--- src/hdl/smd_pkg.sv ---
// Package with constants, types and helpers shared by the sliding median filter.
package smd_pkg;

  // Sizing of the window ring and of one sample.
  localparam int MAX_WINDOW  = 32;
  localparam int SAMPLE_BITS = 32;
  localparam int CFG_W       = 6;
  localparam int PTR_W       = (MAX_WINDOW > 1) ? $clog2(MAX_WINDOW) : 1;
  localparam int LEN_W       = $clog2(MAX_WINDOW + 1);
  localparam int STEP_W      = $clog2(SAMPLE_BITS);

  typedef logic [PTR_W-1:0]       ptr_t;
  typedef logic [LEN_W-1:0]       len_t;
  typedef logic [STEP_W-1:0]      step_t;
  typedef logic [MAX_WINDOW-1:0]  lane_vec_t;
  typedef logic [SAMPLE_BITS-1:0] sample_t;

  // Sequencer states.
  typedef enum logic [1:0] {
    ST_IDLE,
    ST_SEL,
    ST_EMIT
  } state_t;

  // Control from the sequencer to the sample lanes.
  typedef struct packed {
    logic wr_en;
    logic shift;
    ptr_t wr_ptr;
  } lane_ctl_t;

  // Control from the sequencer to the rank selector.
  typedef struct packed {
    logic load;
    logic shift;
    logic first;
  } rank_ctl_t;

  // Window length as used: zero acts as one, anything above the ring size saturates.
  function automatic len_t clamp_len(logic [CFG_W-1:0] v);
    len_t r;
    if (v == '0) begin
      r = len_t'(1);
    end else if (int'(v) > MAX_WINDOW) begin
      r = len_t'(MAX_WINDOW);
    end else begin
      r = len_t'(v);
    end
    return r;
  endfunction

endpackage

--- src/hdl/smd_if.sv ---
// Valid/ready channel interfaces for the sample input and the median output.
interface smd_in_if;
  import smd_pkg::*;
  logic    valid;
  logic    ready;
  sample_t sample;
  logic    last_sample;

  modport source (output valid, output sample, output last_sample, input ready);
  modport sink   (input valid, input sample, input last_sample, output ready);
endinterface

interface smd_out_if;
  import smd_pkg::*;
  logic    valid;
  logic    ready;
  sample_t median_value;
  logic    run_end;
  logic    trace_end;
  logic    short_trace;

  modport source (output valid, output median_value, output run_end, output trace_end,
                  output short_trace, input ready);
  modport sink   (input valid, input median_value, input run_end, input trace_end,
                  input short_trace, output ready);
endinterface

--- src/hdl/sliding_median_despike.sv ---
// Sliding-window median despiker: a new sample that completes a window is accepted,
// then the rank is selected bit-serially (one bit of every lane per cycle), then
// one beat per result is emitted as the receiver takes them; no new sample is
// taken until the last result of that window has been issued.
// Samples that only fill the window, without ending the trace, are taken one per cycle.
// Synchronous active-low reset clears the sequencer, counters and output valid.
module sliding_median_despike
  import smd_pkg::*;
(
  input  logic             clk,
  input  logic             rst_n,
  input  logic             cfg_we,
  input  logic [CFG_W-1:0] cfg_wdata,
  smd_in_if.sink           in_ch,
  smd_out_if.source        out_ch
);

  state_t           state_r, state_nxt;
  logic [CFG_W-1:0] cfg_len_r;
  len_t             act_len_r, act_len_nxt;
  len_t             cnt_r, cnt_nxt;
  ptr_t             wp_r, wp_nxt;
  step_t            step_r, step_nxt;
  len_t             left_r, left_nxt;
  logic             last_r, last_nxt;
  logic             short_r, short_nxt;
  logic             out_valid_r, out_valid_nxt;
  sample_t          out_med_r, out_med_nxt;
  logic             out_run_r, out_run_nxt;
  logic             out_tend_r, out_tend_nxt;
  logic             out_short_r, out_short_nxt;

  logic      in_ready;
  logic      accept;
  logic      out_free;
  len_t      len_now, half_now, cnt_inc, nres_now;
  logic      full;
  ptr_t      wp_inc;
  lane_vec_t win_mask;
  lane_ctl_t lane_ctl;
  rank_ctl_t rank_ctl;
  lane_vec_t msb_col;
  sample_t   median;

  // Configuration register.
  always_ff @(posedge clk) begin
    if (!rst_n) begin
      cfg_len_r <= CFG_W'(1);
    end else if (cfg_we) begin
      cfg_len_r <= cfg_wdata;
    end
  end

  assign in_ready = (state_r == ST_IDLE);
  assign accept   = in_ch.valid && in_ready;
  assign out_free = !out_valid_r || out_ch.ready;

  // Window bookkeeping for the incoming beat.
  always_comb begin
    len_now  = (cnt_r == '0) ? clamp_len(cfg_len_r) : act_len_r;
    half_now = len_now >> 1;
    cnt_inc  = cnt_r + len_t'(1);
    full     = (cnt_inc >= len_now);
    wp_inc   = (wp_r == ptr_t'(MAX_WINDOW - 1)) ? '0 : wp_r + ptr_t'(1);
    nres_now = ((cnt_inc == len_now) ? (half_now + len_t'(1)) : len_t'(1))
             + (in_ch.last_sample ? (len_now - len_t'(1) - half_now) : '0);
  end

  // Lanes holding the latest len_now samples, counted back from the new one.
  always_comb begin
    for (int j = 0; j < MAX_WINDOW; j++) begin
      if ({1'b0, wp_r} >= LEN_W'(j)) begin
        win_mask[j] = (({1'b0, wp_r} - LEN_W'(j)) < len_now);
      end else begin
        win_mask[j] = (({1'b0, wp_r} + LEN_W'(MAX_WINDOW) - LEN_W'(j)) < len_now);
      end
    end
  end

  // Sequencer: next state and control.
  always_comb begin
    state_nxt     = state_r;
    act_len_nxt   = act_len_r;
    cnt_nxt       = cnt_r;
    wp_nxt        = wp_r;
    step_nxt      = step_r;
    left_nxt      = left_r;
    last_nxt      = last_r;
    short_nxt     = short_r;
    out_valid_nxt = out_valid_r;
    out_med_nxt   = out_med_r;
    out_run_nxt   = out_run_r;
    out_tend_nxt  = out_tend_r;
    out_short_nxt = out_short_r;
    lane_ctl      = '{wr_en: accept, shift: 1'b0, wr_ptr: wp_r};
    rank_ctl      = '{load: 1'b0, shift: 1'b0, first: (step_r == '0)};

    if (out_valid_r && out_ch.ready) begin
      out_valid_nxt = 1'b0;
    end

    case (state_r)
      ST_IDLE: begin
        if (accept) begin
          act_len_nxt = len_now;
          wp_nxt      = wp_inc;
          cnt_nxt     = full ? len_now : cnt_inc;
          last_nxt    = in_ch.last_sample;
          if (!full) begin
            if (in_ch.last_sample) begin
              // Trace ended before a full window: one flagged result.
              short_nxt = 1'b1;
              left_nxt  = len_t'(1);
              cnt_nxt   = '0;
              wp_nxt    = '0;
              state_nxt = ST_EMIT;
            end
          end else begin
            short_nxt     = 1'b0;
            left_nxt      = nres_now;
            step_nxt      = '0;
            rank_ctl.load = 1'b1;
            state_nxt     = ST_SEL;
            if (in_ch.last_sample) begin
              cnt_nxt = '0;
              wp_nxt  = '0;
            end
          end
        end
      end

      ST_SEL: begin
        lane_ctl.shift = 1'b1;
        rank_ctl.shift = 1'b1;
        step_nxt       = step_r + step_t'(1);
        if (step_r == step_t'(SAMPLE_BITS - 1)) begin
          state_nxt = ST_EMIT;
        end
      end

      ST_EMIT: begin
        if (out_free) begin
          out_valid_nxt = 1'b1;
          out_med_nxt   = short_r ? '0 : median;
          out_run_nxt   = (left_r == len_t'(1));
          out_tend_nxt  = (left_r == len_t'(1)) && last_r;
          out_short_nxt = short_r;
          left_nxt      = left_r - len_t'(1);
          if (left_r == len_t'(1)) begin
            state_nxt = ST_IDLE;
          end
        end
      end

      default: begin
        state_nxt = ST_IDLE;
      end
    endcase
  end

  // Control registers.
  always_ff @(posedge clk) begin
    if (!rst_n) begin
      state_r     <= ST_IDLE;
      act_len_r   <= len_t'(1);
      cnt_r       <= '0;
      wp_r        <= '0;
      step_r      <= '0;
      left_r      <= '0;
      last_r      <= 1'b0;
      short_r     <= 1'b0;
      out_valid_r <= 1'b0;
    end else begin
      state_r     <= state_nxt;
      act_len_r   <= act_len_nxt;
      cnt_r       <= cnt_nxt;
      wp_r        <= wp_nxt;
      step_r      <= step_nxt;
      left_r      <= left_nxt;
      last_r      <= last_nxt;
      short_r     <= short_nxt;
      out_valid_r <= out_valid_nxt;
    end
  end

  // Output payload register.
  always_ff @(posedge clk) begin
    out_med_r   <= out_med_nxt;
    out_run_r   <= out_run_nxt;
    out_tend_r  <= out_tend_nxt;
    out_short_r <= out_short_nxt;
  end

  smd_lanes u_lanes (
    .clk     (clk),
    .ctl     (lane_ctl),
    .wr_data (in_ch.sample),
    .msb_col (msb_col)
  );

  smd_rank u_rank (
    .clk       (clk),
    .ctl       (rank_ctl),
    .load_mask (win_mask),
    .load_rank (half_now),
    .msb_col   (msb_col),
    .result    (median)
  );

  assign in_ch.ready         = in_ready;
  assign out_ch.valid        = out_valid_r;
  assign out_ch.median_value = out_med_r;
  assign out_ch.run_end      = out_run_r;
  assign out_ch.trace_end    = out_tend_r;
  assign out_ch.short_trace  = out_short_r;

endmodule

--- src/hdl/smd_lanes.sv ---
// Ring of sample lanes that rotate one bit per cycle while shifting, most significant bit first.
module smd_lanes
  import smd_pkg::*;
(
  input  logic      clk,
  input  lane_ctl_t ctl,
  input  sample_t   wr_data,
  output lane_vec_t msb_col
);

  sample_t lane_r [MAX_WINDOW];

  // Write one lane on a new sample; rotate all lanes during selection.
  always_ff @(posedge clk) begin
    for (int j = 0; j < MAX_WINDOW; j++) begin
      if (ctl.wr_en && (ctl.wr_ptr == ptr_t'(j))) begin
        lane_r[j] <= wr_data;
      end else if (ctl.shift) begin
        lane_r[j] <= {lane_r[j][SAMPLE_BITS-2:0], lane_r[j][SAMPLE_BITS-1]};
      end
    end
  end

  // Each lane presents its current top bit.
  always_comb begin
    for (int j = 0; j < MAX_WINDOW; j++) begin
      msb_col[j] = lane_r[j][SAMPLE_BITS-1];
    end
  end

endmodule

--- src/hdl/smd_rank.sv ---
// Bit-serial rank selector: narrows a candidate set one bit per cycle while shifting.
module smd_rank
  import smd_pkg::*;
(
  input  logic      clk,
  input  rank_ctl_t ctl,
  input  lane_vec_t load_mask,
  input  len_t      load_rank,
  input  lane_vec_t msb_col,
  output sample_t   result
);

  lane_vec_t mask_r, mask_nxt;
  len_t      rank_r, rank_nxt;
  sample_t   res_r,  res_nxt;
  lane_vec_t key_col;
  len_t      zeros;
  logic      res_bit;

  // Order key bits: the sign bit is inverted so unsigned order matches signed order.
  assign key_col = ctl.first ? ~msb_col : msb_col;

  // Count candidates whose key bit is zero, then keep the half holding the rank.
  always_comb begin
    zeros = '0;
    for (int j = 0; j < MAX_WINDOW; j++) begin
      zeros = zeros + len_t'(mask_r[j] & ~key_col[j]);
    end
    res_bit  = (rank_r >= zeros);
    mask_nxt = mask_r;
    rank_nxt = rank_r;
    res_nxt  = res_r;
    if (ctl.load) begin
      mask_nxt = load_mask;
      rank_nxt = load_rank;
    end else if (ctl.shift) begin
      if (res_bit) begin
        mask_nxt = mask_r & key_col;
        rank_nxt = rank_r - zeros;
      end else begin
        mask_nxt = mask_r & ~key_col;
      end
      res_nxt = {res_r[SAMPLE_BITS-2:0], res_bit ^ ctl.first};
    end
  end

  always_ff @(posedge clk) begin
    mask_r <= mask_nxt;
    rank_r <= rank_nxt;
    res_r  <= res_nxt;
  end

  assign result = res_r;

endmodule

--- src/flat_wrapper.sv ---
// flat-port wrapper written by rule: the top's interface ports become plain ports
module sliding_median_despike_flat import smd_pkg::*;
  (clk, rst_n, cfg_we, cfg_wdata, in_ch_valid, in_ch_sample, in_ch_last_sample, in_ch_ready, out_ch_valid, out_ch_median_value, out_ch_run_end, out_ch_trace_end, out_ch_short_trace, out_ch_ready);
  smd_in_if in_ch_i ();
  smd_out_if out_ch_i ();
  input  logic clk;
  input  logic rst_n;
  input  logic cfg_we;
  input  logic [CFG_W-1:0] cfg_wdata;
  input wire logic [$bits(in_ch_i.valid)-1:0] in_ch_valid;
  input wire logic [$bits(in_ch_i.sample)-1:0] in_ch_sample;
  input wire logic [$bits(in_ch_i.last_sample)-1:0] in_ch_last_sample;
  output wire logic [$bits(in_ch_i.ready)-1:0] in_ch_ready;
  output wire logic [$bits(out_ch_i.valid)-1:0] out_ch_valid;
  output wire logic [$bits(out_ch_i.median_value)-1:0] out_ch_median_value;
  output wire logic [$bits(out_ch_i.run_end)-1:0] out_ch_run_end;
  output wire logic [$bits(out_ch_i.trace_end)-1:0] out_ch_trace_end;
  output wire logic [$bits(out_ch_i.short_trace)-1:0] out_ch_short_trace;
  input wire logic [$bits(out_ch_i.ready)-1:0] out_ch_ready;
  assign in_ch_i.valid = in_ch_valid;
  assign in_ch_i.sample = in_ch_sample;
  assign in_ch_i.last_sample = in_ch_last_sample;
  assign in_ch_ready = in_ch_i.ready;
  assign out_ch_valid = out_ch_i.valid;
  assign out_ch_median_value = out_ch_i.median_value;
  assign out_ch_run_end = out_ch_i.run_end;
  assign out_ch_trace_end = out_ch_i.trace_end;
  assign out_ch_short_trace = out_ch_i.short_trace;
  assign out_ch_i.ready = out_ch_ready;
  sliding_median_despike u_core (.clk(clk), .rst_n(rst_n), .cfg_we(cfg_we), .cfg_wdata(cfg_wdata), .in_ch(in_ch_i), .out_ch(out_ch_i));
endmodule
--- config.mk ---
export PLATFORM = sky130hd
export DESIGN_NAME = sliding_median_despike_flat
export DESIGN_NICKNAME = d
export VERILOG_FILES = /design/src/hdl/smd_pkg.sv /design/src/hdl/smd_if.sv /design/src/hdl/sliding_median_despike.sv /design/src/hdl/smd_lanes.sv /design/src/hdl/smd_rank.sv /design/src/flat_wrapper.sv
export SDC_FILE = /design/constraint.sdc
export NUM_CORES = 2
export LEC_CHECK = 0
export BUFFER_PORTS_ARGS = -buffer_cell sky130_fd_sc_hd__buf_2
export CORE_ASPECT_RATIO = 1.4
export CORE_UTILIZATION = 63
export CTS_CLUSTER_DIAMETER = 40
export DETAILED_ROUTE_END_ITERATION = 10
export GPL_ROUTABILITY_DRIVEN = 0
export PLACE_DENSITY = 0.8
export SKIP_CTS_REPAIR_TIMING = 1
export SLEW_MARGIN = 25
export SYNTH_ARGS = -nofsm -noshare
export SYNTH_HDL_FRONTEND = slang
export SYNTH_SLANG_ARGS = --single-unit
--- constraint.sdc ---
create_clock -name clk -period 8.4 [get_ports clk]
set_input_delay 1.68 -clock clk [delete_from_list [all_inputs] [get_ports clk]]
set_output_delay 1.68 -clock clk [all_outputs]
set_load 0.03 [all_outputs]
# After elaboration in Yosys (flattened, before gate mapping)
# Memory sizes are Yosys's and may differ from the RTL's.
# Cells that the tools add are included.
# op_classes
n_addsub,103
order_cmp,97
eq_ne,42
muxes,232
bitwise,102
n_reduce_logical,56
# ops
cell,count
$mux 32,36
$lt 6x6->1,62
$add 6x6->6,32
$and 1x6->6,32
$not 1->6,32
$mux 1,169
$sub 5x5->6 const B,16
$sub 6x5->6 const B,16
$eq 5x5->1 const B,17
$ge 5x5->1 const B,16
$mux 6,11
$and 32x32->32,2
$not 32->32,2
$sub 5x4->6 const B,8
$sub 6x4->6 const B,8
$eq 5x4->1 const B,8
$ge 5x4->1 const B,8
$logic_and 1x1->1,35
$mux 5,7
$or 1x1->1,32
$sub 5x3->6 const B,4
$sub 6x3->6 const B,4
$eq 5x3->1 const B,4
$ge 5x3->1 const B,4
other kinds (40),67
# totals
regBits,144
ramBits,1024
input_bits,44
word_cells,651
mem_count,1
# memory_table
memory,words,width,read_ports,rd_ports_with_merged_regs,write_ports,line_no,rtl
u_core.u_lanes.lane_r,32,32,32,0,32,smd_lanes.sv:11,sample_t lane_r [MAX_WINDOW];

# Logic depth before layout (Yosys ltp)
# An unclocked memory read counts as a cell.
# depth
word_depth,40
ltp_mapped,30

# Hierarchy
# A second synthesis with hierarchy kept.
# unflattened
cells_unflattened,3879
hier_area_um2,57908.0
# by_module_without_submodules
mod,instances,cells_each,area_each_um2,seq_area_each_um2
smd_lanes,1,2381,44171.1,30749.5
sliding_median_despike,1,1025,8607.0,1831.8
smd_rank,1,473,5129.9,2102.0

# Least setup slack after synthesis
# No wires, ideal clock.
# synth_timing
path_kind,register to register
from,register u_core.step_r[0]
to,"register u_core.u_rank.mask_r[0], data pin"
setup_time_ns,0.330
t_arrival_ns,6.905
required_time_ns,8.070
slack_ns,1.165
stages_incl_launch_ff,28
n_path_buf,3
path_cell_list,dfxtp_1 -> inv_1 -> ha_1 -> nor4b_1 -> buf_2 -> buf_2 -> xnor2_1 -> and2_1 -> fa_1 -> inv_1 -> fa_1 -> fa_1 -> fa_1 -> fa_1 -> fa_1 -> inv_1 -> ha_1 -> inv_1 -> fa_1 -> fa_1 -> a21o_1 -> a21oi_4 -> a32oi_4 -> xnor2_4 -> buf_6 -> xor2_1 -> a21oi_1 -> a31oi_1
# synth_between
elab_chain_cells,39
# synth_lines
item,line_no,rtl
from (decl),sliding_median_despike.sv:23,"step_t step_r, step_nxt;"
from (signal assigned),sliding_median_despike.sv:178,step_r <= step_nxt;
$logic_not 5->1 *,sliding_median_despike.sv:96,"rank_ctl = '{load: 1'b0, shift: 1'b0, first: (step_r == '0)};"
$mux 32 *,smd_rank.sv:21,assign key_col = ctl.first ? ~msb_col : msb_col;
$not 1->6,smd_rank.sv:27,zeros = zeros + len_t'(mask_r[j] & ~key_col[j]);
$and 1x6->6,smd_rank.sv:27,
$add 6x6->6 (31 in a row),smd_rank.sv:27,
$ge 6x6->1,smd_rank.sv:29,res_bit = (rank_r >= zeros);
$mux 32 *,smd_rank.sv:37,if (res_bit) begin
$mux 32 *,smd_rank.sv:36,end else if (ctl.shift) begin
$mux 32 *,smd_rank.sv:33,if (ctl.load) begin
named net u_core.u_rank.mask_nxt[0],smd_rank.sv:13,"lane_vec_t mask_r, mask_nxt;"
to (signal assigned),smd_rank.sv:48,mask_r <= mask_nxt;
to (decl),smd_rank.sv:13,
# Mark *: on every way through the listed nets, which the timed path passes. The rest lies on a longest branch. The select of a mux whose other input is x is not followed.
# A chain may end at the register's enable or synchronous reset.

# Worst setup path after layout
# layout_timing
from,register u_core.step_r[0]
to,"register u_core.u_rank.mask_r[6], data pin"
# Same word-level chain as after synthesis.

==> flow_metrics.py <==
metrics = {
    "run_status": {
        "status": "complete, but fails checks",
        "violations": "DRC",
    },
    "run": {
        "cap_violations": 0,
    },
    "finish": {
        "layout-drive-gt1-share_pct": 10.9,
        "area_growth_pct": 10.3,
        "finish.instance_area_sq_um": 58500,
        "fillCellCount": 5337,
        "fin_util_pct": 70.3,
        "final_cell_mix": "edfxtp_1, a21o_1, ha_1",
        "fin_cells": 4933,
        "layout_commonest_cell": "edfxtp_1",
        "diodes": 0,
        "nets": 4022,
    },
    "route": {
        "viasPerCell": 6.32,
        "drc_errors": 32,
        "via_count": 31200,
        "drt-initial-drc-count": 3149,
        "wl_per_cell_microns": 23.3,
        "routed_wl_microns": 115000,
        "ant_nets": 0,
        "dr.pass1.iters": 9,
    },
    "die": {
        "rows": 125,
        "die_h_microns": 345,
        "die_width_microns": 247,
        "coreArea_sq_um": 83200,
        "start_util_pct": 63.7,
        "die_area_sq_um": 85300,
        "io-pin-count": 81,
    },
    "yosys": {
        "synthFlopType": "edfxtp_1",
        "synthArstFlopShare_pct": 0,
        "yosysSeqAreaShare_pct": 65.4,
        "ys_seq_elements": 1168,
        "syn_area_per_cell_sq_um": 14.0,
        "synthCells": 3777,
        "synthesis.nets": 4041,
        "yosysTopAreaCell": "edfxtp_1",
        "synth_cell_types": 69,
        "yosys_warnings": 0,
        "synth_edf_count": 1128,
        "synth_area_leaders": "edfxtp_1, a21o_1, ha_1",
        "syn_area_sq_um": 53000,
        "synth.top_cell.area_share_pct": 63.9,
    },
    "sta": {
        "fin_worst_skew_ns": 0.0297,
        "period_minus_slack_ns": 7.86,
        "tightest_slew_ns": 1.05,
        "period_share_pct": 93.6,
        "drv_slew": 0,
        "rsz0062_at_grt": "false",
        "hold_violations": 0,
        "finalSetupTns_ns": 0,
        "max_freq_ghz": 0.127,
        "slew_headroom_pct": 30.2,
        "finalSetupViolations": 0,
    },
    "place": {
        "placed_cells": 4714,
        "port_buffers": 80,
        "dpl.hpwl_microns": 67800,
        "placed_cell_area_sq_um": 54500,
    },
    "global_route": {
        "grt_max_degree": 269,
        "track_usage_pct": 27.3,
        "grt_pass1_vias": 31000,
        "grt_overflow": 0,
        "grt_pass1_wl_microns": 179000,
        "antenna_found_initial": 1,
    },
    "setup_path": {
        "path_max_fanout": 18,
        "cp.required_ns": 8.83,
        "worstSetupStartpointType": "register",
        "critPathArrivalTime_ns": 8.29,
        "worst_path_most_repeated_cell": "fa_1",
        "crit_path_max_incr_delay_ns": 0.55,
        "path_class": "reg2reg",
        "crit_path_end_kind": "register",
        "crit_path_top_delay_cell": "fa_1",
    },
    "clock_tree": {
        "cts_tree": "done",
        "numCtsBuffers": 110,
        "h-tree-depth": 3,
        "numClockSinks": 1168,
        "cts_buffer_depth": 3,
        "cts_root_buffer": "clkbuf_16",
        "clk_latency_ns": 0.70,
        "clk_pin_slew_ns": 0.06,
    },
    "min_path": {
        "hold_path.class": "reg2reg",
    },
}
==> routing by layer <==
metal,up-vias,part of all wire [%],track usage (%)
met1,15800,41,37.4
li1,13900,-,-
met4,2,3.6,10.3
met3,240,7.0,4.39
met2,1228,49,44.2
met5,-,0.010,0
==> cells by family after synthesis <==
family,after synthesis,share of synthesized area (%)
AO/OA/AOI/OAI,1338,18.4
adder cells (fa/ha/maj),220,5.58
flip-flops,1168,65.4
AND/OR/NAND/NOR,435,4.09
XOR/XNOR,135,2.27
buffers and inverters,447,3.48
multiplexers,34,0.727
==> critical path, delay by kind of cell, from the launching register on <==
family | cells | cell delay, ns
fa+ha+maj | 10 | 3.88
buf+inv | 8 | 1.20
compound gates | 5 | 1.06
xor+xnor | 4 | 0.68
simple gates | 2 | 0.41
flops | 1 | 0.35
==> sequential cells by signal (all words and copies together) (netlist names), 2 cells and up <==
register                    cells
u_core.u_lanes.lane_r        1024
u_core.out_ch.median_value     32
u_core.u_rank.mask_r           32
u_core.u_rank.result           32
u_core.act_len_r                6
u_core.cfg_len_r                6
u_core.cnt_r                    6
u_core.left_r                   6
u_core.u_rank.rank_r            6
u_core.step_r                   5
u_core.wp_r                     5
u_core.state_r                  2
==> stage by stage <==
step                      hold WS, ns  worst slack [ns]
after detailed placement        0.424             0.248
after global routing            0.454             0.227
after global placement          0.429             0.375
final                           0.436             0.535
after floorplan                 0.418              1.17
after CTS                       0.439             0.149
==> cell usage after synthesis, types with 6 or more instances <==
| cell | instances |
|---|---|
| nand3b_1 | 12 |
| a221oi_1 | 8 |
| clkbuf_1 | 172 |
| xnor2_1 | 73 |
| o211ai_1 | 9 |
| nor2b_1 | 59 |
| nor3b_1 | 9 |
| mux2i_1 | 16 |
| xor2_1 | 61 |
| o31ai_1 | 7 |
| nand2b_1 | 6 |
| nor3_1 | 16 |
| o21ai_0 | 81 |
| fa_1 | 27 |
| and2_1 | 49 |
| nand3_1 | 60 |
| a211oi_1 | 15 |
| inv_1 | 136 |
| a21boi_0 | 14 |
| ha_1 | 193 |
| nand2_1 | 158 |
| edfxtp_1 | 1128 |
| buf_2 | 119 |
| a31oi_1 | 22 |
| o21ai_1 | 14 |
| buf_1 | 15 |
| dfxtp_1 | 40 |
| a21o_1 | 1045 |
| o211a_1 | 6 |
| nor2_1 | 48 |
| mux2_2 | 16 |
| o311ai_0 | 13 |
| o21bai_1 | 7 |
| a21oi_1 | 66 |
==> final timing paths <==
kind	from	to	slack [ns]	cells after the start
max	u_core.step_r[0]	u_core.u_rank.mask_r[6]	0.54	29
min	u_core.u_rank.result[11]	u_core.u_rank.result[12]	0.44	0
max reg2reg	u_core.step_r[0]	u_core.u_rank.mask_r[6]	0.54	29
min reg2reg	u_core.u_rank.result[11]	u_core.u_rank.result[12]	0.44	0
==> layout make-up <==
cell class              instances  area, sq um  area share (%)
multi-input cells            2162        16700            28.6
clock inverters                86          996            1.70
well taps                    1079         1350            2.31
flip-flops and latches       1168        34700            59.3
inverters                     138          526           0.899
clock buffers                 122         2860            4.89
repair buffers                178         1320            2.26
Power is not shown: default switching activity piles up to over one toggle a cycle in this logic, so the estimate is an artifact.
